### config.mk
export PLATFORM = sky130hd
export DESIGN_NAME = lisp_expression_boundary_finder
export DESIGN_NICKNAME = d
export VERILOG_FILES = /design/src/rtl/core/lebf_pkg.sv /design/src/rtl/core/lebf_in_stage.sv /design/src/rtl/core/lebf_scan.sv /design/src/rtl/core/lebf_out_stage.sv /design/src/rtl/core/lisp_expression_boundary_finder.sv
export SDC_FILE = /design/constraint.sdc
export NUM_CORES = 1
export LEC_CHECK = 0
export BUFFER_PORTS_ARGS = -buffer_cell sky130_fd_sc_hd__buf_2
export CAP_MARGIN = 20
export CELL_PAD_IN_SITES_DETAIL_PLACEMENT = 0
export CELL_PAD_IN_SITES_GLOBAL_PLACEMENT = 2
export CORE_ASPECT_RATIO = 0.7
export CORE_UTILIZATION = 33
export CTS_CLUSTER_DIAMETER = 60
export DETAILED_ROUTE_END_ITERATION = 6
export GPL_ROUTABILITY_DRIVEN = 1
export PLACE_DENSITY_LB_ADDON = 0.1
export RECOVER_POWER = 50
export SETUP_SLACK_MARGIN = 0.1
export SYNTH_ARGS = -nofsm -noshare
export SYNTH_HDL_FRONTEND = slang
export SYNTH_SLANG_ARGS = --single-unit
### constraint.sdc
create_clock -name clk -period 3 [get_ports clk]
set_clock_uncertainty 0.15 [all_clocks]
set_input_delay 0.15 -clock clk [delete_from_list [all_inputs] [get_ports clk]]
set_output_delay 0.15 -clock clk [all_outputs]
set_load 0.005 [all_outputs]
### src/rtl/core/lebf_pkg.sv
// ---------------------------------------------------------------------------
// lebf_pkg
// Types and constants of the Lisp expression boundary finder.
// ---------------------------------------------------------------------------
`default_nettype none

package lebf_pkg;

  localparam int unsigned OP_W    = 2;
  localparam int unsigned BYTE_W  = 8;
  localparam int unsigned STAT_W  = 3;
  localparam int unsigned LEN_W   = 14;
  localparam int unsigned DEPTH_W = 16;
  localparam int unsigned NEST_W  = 8;

  localparam logic [LEN_W-1:0]   MAX_LEN   = 14'd8192;
  localparam logic [NEST_W-1:0]  MAX_NEST  = 8'd255;
  localparam logic [DEPTH_W-1:0] DEPTH_MAX = 16'hFFFF;

  localparam logic [OP_W-1:0] OP_DATA = 2'd0;
  localparam logic [OP_W-1:0] OP_INTR = 2'd1;
  localparam logic [OP_W-1:0] OP_EOF  = 2'd2;

  localparam logic [BYTE_W-1:0] CH_LPAREN = 8'h28;
  localparam logic [BYTE_W-1:0] CH_RPAREN = 8'h29;
  localparam logic [BYTE_W-1:0] CH_SEMI   = 8'h3B;
  localparam logic [BYTE_W-1:0] CH_HASH   = 8'h23;
  localparam logic [BYTE_W-1:0] CH_BAR    = 8'h7C;
  localparam logic [BYTE_W-1:0] CH_BSLASH = 8'h5C;
  localparam logic [BYTE_W-1:0] CH_NL     = 8'h0A;

  typedef enum logic [2:0] {
    MODE_NORMAL = 3'd0,
    MODE_HASH   = 3'd1,
    MODE_ESC    = 3'd2,
    MODE_LINE   = 3'd3,
    MODE_BLOCK  = 3'd4,
    MODE_BBAR   = 3'd5,
    MODE_BHASH  = 3'd6
  } scan_mode_t;

  typedef enum logic [STAT_W-1:0] {
    ST_CONT = 3'd0,
    ST_DONE = 3'd1,
    ST_EOF  = 3'd2,
    ST_OVF  = 3'd3,
    ST_INTR = 3'd4
  } status_t;

  typedef struct packed {
    logic              valid;
    logic [OP_W-1:0]   op;
    logic [BYTE_W-1:0] data;
  } item_t;

  typedef struct packed {
    logic              valid;
    logic [BYTE_W-1:0] data;
    status_t           status;
    logic [LEN_W-1:0]  len;
  } result_t;

endpackage

`default_nettype wire

### src/rtl/core/lebf_in_stage.sv
// ---------------------------------------------------------------------------
// lebf_in_stage
// Input register: holds one transaction until the scan stage takes it.
// ---------------------------------------------------------------------------
`default_nettype none

module lebf_in_stage (
  input  wire logic                       clk,
  input  wire logic                       rst_n,
  input  wire logic                       in_valid,
  output logic                            in_stall,
  input  wire logic [lebf_pkg::OP_W-1:0]   in_op_kind,
  input  wire logic [lebf_pkg::BYTE_W-1:0] in_byte_in,
  input  wire logic                       advance,
  output lebf_pkg::item_t                 item
);

  logic                       valid_r, valid_nxt;
  logic [lebf_pkg::OP_W-1:0]   op_r;
  logic [lebf_pkg::BYTE_W-1:0] data_r;
  logic                       load;

  assign load      = !valid_r || advance;
  // nothing is taken while reset is held
  assign in_stall  = !load || !rst_n;
  assign valid_nxt = load ? in_valid : valid_r;

  always_ff @(posedge clk) begin
    if (!rst_n) begin
      valid_r <= 1'b0;
    end else begin
      valid_r <= valid_nxt;
    end
  end

  always_ff @(posedge clk) begin
    if (load && in_valid) begin
      op_r   <= in_op_kind;
      data_r <= in_byte_in;
    end
  end

  assign item.valid = valid_r;
  assign item.op    = op_r;
  assign item.data  = data_r;

endmodule

`default_nettype wire

### src/rtl/core/lebf_scan.sv
// ---------------------------------------------------------------------------
// lebf_scan
// Scan state (mode, paren depth, comment nesting, length) and the
// per-byte update that classifies each transaction.
// ---------------------------------------------------------------------------
`default_nettype none

module lebf_scan (
  input  wire logic         clk,
  input  wire logic         rst_n,
  input  wire lebf_pkg::item_t item,
  input  wire logic         advance,
  output lebf_pkg::result_t res
);

  lebf_pkg::scan_mode_t              mode_r, mode_nxt;
  logic [lebf_pkg::DEPTH_W-1:0]       depth_r, depth_nxt;
  logic [lebf_pkg::NEST_W-1:0]        nest_r, nest_nxt;
  logic [lebf_pkg::LEN_W-1:0]         count_r, count_nxt;
  logic [lebf_pkg::LEN_W-1:0]         cnt;
  logic                              done;
  logic                              fire;

  assign fire = item.valid && advance;
  assign cnt  = count_r + 1'b1;

  // Mode, depth and nesting update for a data byte.
  always_comb begin
    mode_nxt  = mode_r;
    depth_nxt = depth_r;
    nest_nxt  = nest_r;
    done      = 1'b0;
    case (mode_r)
      lebf_pkg::MODE_NORMAL: begin
        if (item.data == lebf_pkg::CH_NL) begin
          done = (depth_r == '0);
        end else if (item.data == lebf_pkg::CH_LPAREN) begin
          if (depth_r != lebf_pkg::DEPTH_MAX) depth_nxt = depth_r + 1'b1;
        end else if (item.data == lebf_pkg::CH_RPAREN) begin
          if (depth_r <= lebf_pkg::DEPTH_W'(1)) done = 1'b1;
          else depth_nxt = depth_r - 1'b1;
        end else if (item.data == lebf_pkg::CH_SEMI) begin
          mode_nxt = lebf_pkg::MODE_LINE;
        end else if (item.data == lebf_pkg::CH_HASH) begin
          mode_nxt = lebf_pkg::MODE_HASH;
        end
      end
      lebf_pkg::MODE_HASH: begin
        mode_nxt = lebf_pkg::MODE_NORMAL;
        if (item.data == lebf_pkg::CH_LPAREN) begin
          if (depth_r != lebf_pkg::DEPTH_MAX) depth_nxt = depth_r + 1'b1;
        end else if (item.data == lebf_pkg::CH_BAR) begin
          nest_nxt = lebf_pkg::NEST_W'(1);
          mode_nxt = lebf_pkg::MODE_BLOCK;
        end else if (item.data == lebf_pkg::CH_BSLASH) begin
          mode_nxt = lebf_pkg::MODE_ESC;
        end
      end
      lebf_pkg::MODE_ESC: begin
        mode_nxt = lebf_pkg::MODE_NORMAL;
      end
      lebf_pkg::MODE_LINE: begin
        if (item.data == lebf_pkg::CH_NL) mode_nxt = lebf_pkg::MODE_NORMAL;
      end
      lebf_pkg::MODE_BLOCK: begin
        if (item.data == lebf_pkg::CH_BAR) mode_nxt = lebf_pkg::MODE_BBAR;
        else if (item.data == lebf_pkg::CH_HASH) mode_nxt = lebf_pkg::MODE_BHASH;
      end
      lebf_pkg::MODE_BBAR: begin
        mode_nxt = lebf_pkg::MODE_BLOCK;
        if (item.data == lebf_pkg::CH_HASH) begin
          if (nest_r <= lebf_pkg::NEST_W'(1)) begin
            nest_nxt = '0;
            mode_nxt = lebf_pkg::MODE_NORMAL;
          end else begin
            nest_nxt = nest_r - 1'b1;
          end
        end
      end
      lebf_pkg::MODE_BHASH: begin
        mode_nxt = lebf_pkg::MODE_BLOCK;
        if (item.data == lebf_pkg::CH_BAR && nest_r < lebf_pkg::MAX_NEST) begin
          nest_nxt = nest_r + 1'b1;
        end
      end
      default: begin
        mode_nxt = lebf_pkg::MODE_NORMAL;
      end
    endcase
  end

  // Result and the state that the transaction leaves behind.
  lebf_pkg::scan_mode_t        st_mode;
  logic [lebf_pkg::DEPTH_W-1:0] st_depth;
  logic [lebf_pkg::NEST_W-1:0]  st_nest;
  logic [lebf_pkg::LEN_W-1:0]   st_count;

  always_comb begin
    st_mode    = lebf_pkg::MODE_NORMAL;
    st_depth   = '0;
    st_nest    = '0;
    st_count   = '0;
    res.valid  = 1'b1;
    res.data   = '0;
    res.status = lebf_pkg::ST_CONT;
    res.len    = '0;
    case (item.op)
      lebf_pkg::OP_INTR: begin
        res.status = lebf_pkg::ST_INTR;
      end
      lebf_pkg::OP_EOF: begin
        if (count_r >= lebf_pkg::MAX_LEN) begin
          res.status = lebf_pkg::ST_OVF;
        end else begin
          res.status = lebf_pkg::ST_EOF;
          res.len    = count_r;
        end
      end
      lebf_pkg::OP_DATA: begin
        if (count_r >= lebf_pkg::MAX_LEN) begin
          res.status = lebf_pkg::ST_OVF;
        end else if (done) begin
          // terminator needs a free slot
          if (cnt >= lebf_pkg::MAX_LEN) begin
            res.status = lebf_pkg::ST_OVF;
          end else begin
            res.status = lebf_pkg::ST_DONE;
            res.data   = item.data;
            res.len    = cnt;
          end
        end else begin
          st_mode    = mode_nxt;
          st_depth   = depth_nxt;
          st_nest    = nest_nxt;
          st_count   = cnt;
          res.data   = item.data;
          res.len    = cnt;
        end
      end
      default: begin
        // reserved op: no result, state untouched
        res.valid = 1'b0;
        st_mode   = mode_r;
        st_depth  = depth_r;
        st_nest   = nest_r;
        st_count  = count_r;
      end
    endcase
  end

  always_ff @(posedge clk) begin
    if (!rst_n) begin
      mode_r  <= lebf_pkg::MODE_NORMAL;
      depth_r <= '0;
      nest_r  <= '0;
      count_r <= '0;
    end else if (fire) begin
      mode_r  <= st_mode;
      depth_r <= st_depth;
      nest_r  <= st_nest;
      count_r <= st_count;
    end
  end

endmodule

`default_nettype wire

### src/rtl/core/lebf_out_stage.sv
// ---------------------------------------------------------------------------
// lebf_out_stage
// Result register: holds one result until the consumer takes it.
// ---------------------------------------------------------------------------
`default_nettype none

module lebf_out_stage (
  input  wire logic                        clk,
  input  wire logic                        rst_n,
  input  wire logic                        item_valid,
  input  wire lebf_pkg::result_t           res,
  output logic                             advance,
  output logic                             out_valid,
  input  wire logic                        out_stall,
  output logic [lebf_pkg::BYTE_W-1:0]       out_byte_out,
  output logic [lebf_pkg::STAT_W-1:0]       out_status,
  output logic [lebf_pkg::LEN_W-1:0]        out_expr_length
);

  logic                       valid_r, valid_nxt;
  logic [lebf_pkg::BYTE_W-1:0] data_r;
  lebf_pkg::status_t          status_r;
  logic [lebf_pkg::LEN_W-1:0]  len_r;
  logic                       load;

  assign advance   = !valid_r || !out_stall;
  assign load      = advance && item_valid && res.valid;
  assign valid_nxt = advance ? load : valid_r;

  always_ff @(posedge clk) begin
    if (!rst_n) begin
      valid_r <= 1'b0;
    end else begin
      valid_r <= valid_nxt;
    end
  end

  always_ff @(posedge clk) begin
    if (load) begin
      data_r   <= res.data;
      status_r <= res.status;
      len_r    <= res.len;
    end
  end

  assign out_valid       = valid_r;
  assign out_byte_out    = data_r;
  assign out_status      = status_r;
  assign out_expr_length = len_r;

endmodule

`default_nettype wire

### src/rtl/core/lisp_expression_boundary_finder.sv
// ---------------------------------------------------------------------------
// lisp_expression_boundary_finder
// Finds the end of each Lisp top-level expression in a console byte stream.
// ---------------------------------------------------------------------------
//  Channel  Ports                                  Direction  Moves
//  in       in_valid/in_stall, in_op_kind, in_byte_in      in         op + byte
//  out      out_valid/out_stall, out_byte_out,
//           out_status, out_expr_length                   out        echo + status
//
//  One transaction per cycle sustained while out_stall is low; an accepted
//  transaction passes the input register, scan update and result register.
//  The scan state updates in the cycle a transaction moves to the result
//  register, so the next byte sees it at once.
//  rst_n is synchronous, active low; it clears the scan state and both
//  valid flags, and holds in_stall high. out_stall backs up into in_stall
//  in the same cycle.
// ---------------------------------------------------------------------------
`default_nettype none

module lisp_expression_boundary_finder (
  input  wire logic                        clk,
  input  wire logic                        rst_n,
  input  wire logic                        in_valid,
  output logic                             in_stall,
  input  wire logic [lebf_pkg::OP_W-1:0]    in_op_kind,
  input  wire logic [lebf_pkg::BYTE_W-1:0]  in_byte_in,
  output logic                             out_valid,
  input  wire logic                        out_stall,
  output logic [lebf_pkg::BYTE_W-1:0]       out_byte_out,
  output logic [lebf_pkg::STAT_W-1:0]       out_status,
  output logic [lebf_pkg::LEN_W-1:0]        out_expr_length
);

  lebf_pkg::item_t   item;
  lebf_pkg::result_t res;
  logic              advance;

  lebf_in_stage u_in (
    .clk        (clk),
    .rst_n      (rst_n),
    .in_valid   (in_valid),
    .in_stall   (in_stall),
    .in_op_kind (in_op_kind),
    .in_byte_in (in_byte_in),
    .advance    (advance),
    .item       (item)
  );

  lebf_scan u_scan (
    .clk     (clk),
    .rst_n   (rst_n),
    .item    (item),
    .advance (advance),
    .res     (res)
  );

  lebf_out_stage u_out (
    .clk             (clk),
    .rst_n           (rst_n),
    .item_valid      (item.valid),
    .res             (res),
    .advance         (advance),
    .out_valid       (out_valid),
    .out_stall       (out_stall),
    .out_byte_out    (out_byte_out),
    .out_status      (out_status),
    .out_expr_length (out_expr_length)
  );

endmodule

`default_nettype wire

-- After elaboration in Yosys (flattened, before gate mapping)
Cells that the tools add are included.
- word-level logic and storage cells: 132
- bits of input ports: 14
- output and inout port bits: 27
- bits in registers: 78
- equality and inequality tests: 30
- bitwise operators: 1
- $lt $le $gt $ge: 5
- add/subtract/negate cells: 5
- mux-type cells: 57
- reductions and logical operators: 23
- operators by type and width (kind ; count):
    $mux W16 ; 8
    $mux W14 ; 6
    $mux W8 ; 9
    $pmux W16 S2 ; 2
    $pmux W14 S2 ; 2
    $mux W3 ; 15
    $eq A8 B6 Y1 const B ; 4
    $ge A14 B14 Y1 const B ; 2
    $ne A5 B2 Y1 const B ; 5
    $pmux W8 S3 ; 1
    $ne A5 B4 Y1 const B ; 4
    $ne A6 B2 Y1 const B ; 3
    $pmux W3 S6 ; 1
    $add A16 B1 Y16 const B ; 1
    $eq A8 B7 Y1 const B ; 2
    $le A16 B1 Y1 const B ; 1
    $logic_not A16 Y1 ; 1
    $ne A16 B16 Y1 const B ; 1
    $pmux W8 S2 ; 1
    $sub A16 B1 Y16 const B ; 1
    $add A14 B1 Y14 const B ; 1
    $reduce_and A7 Y1 ; 2
    $eq A3 B3 Y1 const B ; 3
    $pmux W3 S3 ; 1
    other kinds (26) ; 44

-- Longest topological paths before layout
- depth in word-level cells: 10
- gate-level depth with buffers: 11
- mapped depth without buffers: 9

-- Cells and area by module
Synthesis repeated with hierarchy kept, for this count alone.
- cell total of the unflattened synthesis: 589
- area total of the unflattened synthesis: 5026.1 um^2
- modules (own cells, without submodules) (module ; area each (um^2) ; seq. area each (um^2) ; cells each ; instances):
    lebf_scan ; 3860.0 ; 820.8 ; 542 ; 1
    lebf_out_stage ; 797.0 ; 770.7 ; 30 ; 1
    lebf_in_stage ; 369.1 ; 320.3 ; 17 ; 1

-- Worst setup path before layout
OpenSTA, ideal clock, no wires.
- path type: reg2reg
- start: register u_in.op_r[0] (netlist name)
- end: register u_scan.mode_r[1]
- cell stages (with the launch flop): 8
- period minus slack after synthesis: 2.831 ns
- data arrival time: 2.623 ns
- path buffers: 1
- data required time: 2.792 ns
- setup time: 0.058 ns
- slack: 0.169 ns
- path through: edfxtp_1 -> a21boi_0 -> nand2_1 -> inv_1 -> clkbuf_1 -> o221ai_2 -> a2111oi_0 -> a31o_2
- longest elaborated chain between the ends: 4
- elaborated cells between the ends (all ways): 13
- those cells by class: 8 x eq/ne; 1 x mux; 4 x reduce/logical
- ends and longest elaborated chain (item ; RTL line ; text):
    start, declared ; lebf_in_stage.sv:19 ; logic [lebf_pkg::OP_W-1:0] op_r;
    start signal, assigned ; lebf_in_stage.sv:38 ; op_r <= in_op_kind;
    $eq A2 B1 Y1 / $eq A2 B2 Y1 (equally long branches) ; lebf_scan.sv:107 ; case (item.op)
    $reduce_or A2 Y1 (no source line) ; -- ;
    $reduce_bool A2 Y1 (no source line) ; -- ;
    $reduce_and A8 Y1 (no source line) ; -- ;
    end signal, assigned ; lebf_scan.sv:153 ; mode_r <= lebf_pkg::MODE_NORMAL;
    end signal, assigned ; lebf_scan.sv:158 ; mode_r <= st_mode;
    end, declared ; lebf_scan.sv:16 ; lebf_pkg::scan_mode_t mode_r, mode_nxt;
Parallel ways exist; a longest one is shown, timed or not.
A chain may end at the register's enable or synchronous reset.

-- Worst setup path after layout
- start: register u_scan.depth_r[2] (netlist name)
- end: register u_scan.depth_r[12] (netlist name)
- longest elaborated chain between the ends: 9
- elaborated cells between the ends (all ways): 26
- those cells by class: 2 x add/sub; 1 x order compare; 6 x eq/ne; 15 x mux; 2 x reduce/logical
- ends and longest elaborated chain (item ; RTL line ; text):
    start, declared ; lebf_scan.sv:17 ; logic [lebf_pkg::DEPTH_W-1:0] depth_r, depth_nxt;
    start signal, assigned ; lebf_scan.sv:159 ; depth_r <= st_depth;
    $sub A16 B1 Y16 / $le A16 B1 Y1 (equally long branches) ; lebf_scan.sv:41, lebf_scan.sv:40 ;
    $mux W16 / $mux W1 (equally long branches) ; lebf_scan.sv:40 ; if (depth_r <= lebf_pkg::DEPTH_W'(1)) done = 1'b1;
    $mux W16 / $mux W1 (equally long branches) ; lebf_scan.sv:39 ; end else if (item.data == lebf_pkg::CH_RPAREN) begin
    $mux W16 / $mux W1 (equally long branches) ; lebf_scan.sv:37 ; end else if (item.data == lebf_pkg::CH_LPAREN) begin
    $mux W16 / $mux W1 (equally long branches) ; lebf_scan.sv:35 ; if (item.data == lebf_pkg::CH_NL) begin
    $pmux W16 S2 / $mux W1 (equally long branches) ; lebf_scan.sv:33 ; case (mode_r)
    $mux W16 ; lebf_scan.sv:122 ; end else if (done) begin
    $mux W16 ; lebf_scan.sv:120 ; if (count_r >= lebf_pkg::MAX_LEN) begin
    $pmux W16 S2 ; lebf_scan.sv:107 ;
Parallel ways exist; a longest one is shown, timed or not. The select of a mux whose other input is x is not followed.

==> implementation parameters <==
Parameter                              Value

Power
  Internal power consumption    between 1500 and 2000 uW
  Share of power burned in registers    0.477
  Power density of the placed cells    420 nW/um2
  Power, Total    2410 uW
  Peak supply drop    ~330 uV
  Combinational Power Share    0.081
  Leakage dissipation    between 0.002 and 0.0025 uW
  Relative contribution of the clock network to total power    0.442
  Net switching share of the total power    0.263
  Net switching power    about 630 uW

Synthesis
  Sequential element share of the synthesized area    0.398
  Synth area leader    edfxtp_1
  Count of flip-flops with a built-in enable after synthesis    35
  Most common flop cell mapped by yosys    dfxtp_1
  Count of synthesis-stage warnings from yosys    0
  Fraction of synthesized cell area taken by the top area cell type    0.219
  Mean Syn Cell Area    between 8 and 9 um2
  Ranking of synthesized cells by area    edfxtp_1 22%, dfxtp_1 18%, nand2_1 5.6%, nand3_1 5.2%, a21oi_1 4.2%
  Cell count after synthesis    578
  Post-synthesis cell area    around 4800 um2
  Fraction of synthesis flops using an asynchronous set or reset pin    0
  Number of nets in the synthesized netlist    about 600
  Synth Register Bits    a little under 80
  Number of distinct library cells after synthesis    between 60 and 70

STA
  RSZ-0062 raised after global routing    true
  Max Fclk    about 0.37 GHz
  Tightest Pin Transition    0.866 ns
  Final Setup Violations    0
  Remaining max-slew budget at the tightest pin    0.422
  Hold Slack    ~0.23 ns
  Sum Neg Setup Slack    0 ns
  Time the final worst path needs with I/O delays and setup    around 2.7 ns
  Count of final hold-check violations    0
  Minimum setup slack in the final design    roughly 0.27 ns
  Pins over their slew limit    0
  Period utilization    0.909

Setup path
  Crit-path slowest cell    or4_1
  Type of element capturing the critical path    flop
  Critical path's most frequent cell    or4_1
  Largest delay share family, worst path    simple AND/OR/NAND/NOR gates
  Slowest cell delay on critical path    between 0.5 and 0.6 ns
  CP Data Required Time    ~3.1 ns
  Combined buffer and inverter count along the critical path    1
  Startpoint types    flop
  Series of cell instances along the critical path    buf_4 -> or4_1 -> nor3_2 -> nand2_1 -> nor3_1 -> o21ai_1 -> or4_1 -> o21ai_0
  Type of the worst setup path    flop to flop
  Worst Path Arrival    2.85 ns
  Critical Path Fanout Max    12

Die
  Die Wd    146 um
  Initial cell density of the core    0.342
  Die Footprint    approximately 15000 um2
  I/O pins    41
  Core footprint    approximately 14000 um2
  Row count    36
  Floorplan die height    103 um

Routing
  Via density per instance    around 5.6
  Violation count after the first detailed-routing iteration    a little under 300
  Remaining antenna violation count after routing    0
  Drc violations    0
  First-pass DRT Iterations    5
  Via Count    ~4600
  Total detailed-routing wirelength    about 14 mm
  Routed length per instance    17.0 um

Clocking
  CTS tree    done
  Maximum buffer depth of the clock tree    2
  Level count of the clock H-tree    3
  TritonCTS Buffers    9
  Number of sinks on the clock net    a little under 80
  Clock slew seen by the registers of the worst setup and hold paths    around 0.070 ns
  Clock insertion delay at the later pin of the skew report    approximately 0.34 ns
  Master cell of the clock root buffer    clkbuf_16
  Setup bufs post-CTS    0

Placed design
  Placer's final routability congestion estimate    roughly 0.86
  HPWL after detailed placement    a little over 10 mm
  Setup slack after placement    about 0.14 ns
  Port Buffer Count    40

Finish
  Syn-to-layout area delta    19.3%
  Fraction of the core area covered by cells at the end of the flow    0.408
  Layout cell share with drive strength beyond 1    0.159
  Ant. Diodes    0
  NumNets Final    660
  Count of filler cells inserted in the layout    between 1000 and 1500

GRT
  Number of global-route vias before repair    ~4300
  Remaining global-route overflow    0
  Overall routing resource usage    0.198
  Maximum number of pins on one net before global-route repair    34
  First-pass GRT wire length    about 23 mm
  Number of antenna violations at the first check in global routing    0

Outcome
  Outcome    finished clean

Job
  Max_cap viols    0

Min path
  Worst hold-check path type    primary input to flop
registers in the layout, indices dropped and copies added (netlist names):
name / flops
u_scan.depth_r: 16
u_out.out_expr_length: 14
u_scan.count_r: 14
u_in.data_r: 8
u_out.out_byte_out: 8
u_scan.nest_r: 8
u_out.out_status: 3
u_scan.mode_r: 3
u_in.op_r: 2
u_in.valid_r: 1
u_out.out_valid: 1
power by group through the flow:
stage	Combinational [uW]	Sequential (uW)	Clock (uW)
CTS	197	1150	1090
global placement	186	1170	0
detailed placement	184	1170	0
finish	195	1150	1060
global route	215	1150	1140
floorplan	113	1170	0
through the flow:
step,area (um2),instances
2_1_floorplan,4800,578
3_3_place_gp,5330,804
3_5_place_dp,5330,804
4_1_cts,5730,832
5_1_grt,5730,832
6_report,5730,832
layout by cell type (no fill, tap or decap), drive strengths merged, types with 4 or more instances in the layout:
master and instances:
nand2 72, buf 60, nand3 50, dfxtp 43, a21oi 41, nor2 39
edfxtp 35, o21ai 34, clkbuf 24, nor3 18, inv 17, and3 14
nand4 13, dlygate4sd3 12, a21boi 11, nor4 10, o31ai 9, ha 9
o22ai 8, nand4b 8, nand3b 7, or3 7, and2 7, xor2 6
nor2b 6, o21a 6, or2 6, o211ai 5, or4 5, nor3b 4
a22o 4, a22oi 4, a211oi 4
cells in the mapped netlist, types with 7 or more instances:
cell       n
nand2_1   72
nand4b_1   7
clkbuf_1  28
nand4_1   13
and3_1    14
dfxtp_1   43
nand3_1   50
o21ai_0   32
a21boi_0  10
nor3_1    17
ha_1       9
a21oi_1   40
nand3b_1   7
edfxtp_1  35
nor4_1     9
o22ai_1    8
nor2_1    37
o31ai_1    9
inv_1     15
worst paths after layout:
check,from,to,slack (ns),cells after the start
max,u_scan.depth_r[2],u_scan.depth_r[12],0.27,8
min,rst_n,u_scan.count_r[1],0.23,2
max reg2reg,u_scan.depth_r[2],u_scan.depth_r[12],0.27,8
min reg2reg,u_scan.nest_r[7],u_scan.nest_r[7],0.36,2
metal layers:
layer	global-route usage	wire (um)
met5	0	0
met3	0.0358	596
met2	0.300	5860
met1	0.291	7550
met4	0.0457	153
repair_timing:
action                                  4_1_cts  5_1_grt
hold endpoints to repair                     12        0
resized for setup                             0        7
endpoints found under the setup margin        0       16
hold buffers                                 12        0
layout make-up:
cell class	count	area, um2	area share
Tap cell	190	238	0.0415
Inverter	15	56.3	0.00983
Clock inverter	7	57.6	0.0100
Timing Repair Buffer	87	573	0.100
Clock buffer	9	225	0.0393
Sequential cell	78	1910	0.334
Multi-Input combinational cell	446	2670	0.465
logic make-up (layout without fill, tap and decap cells):
logic type | after synthesis | after routing | share of synthesized area
buffers and inverters | 54 | 118 | 0.0511
adders and majority gates | 9 | 9 | 0.0235
and+or+nand+nor | 274 | 274 | 0.302
DFF | 78 | 78 | 0.398
AOI/OAI and AO/OA | 154 | 154 | 0.209
xor gates and xnor gates | 9 | 9 | 0.0164
Power figures use the tool's default switching activity.
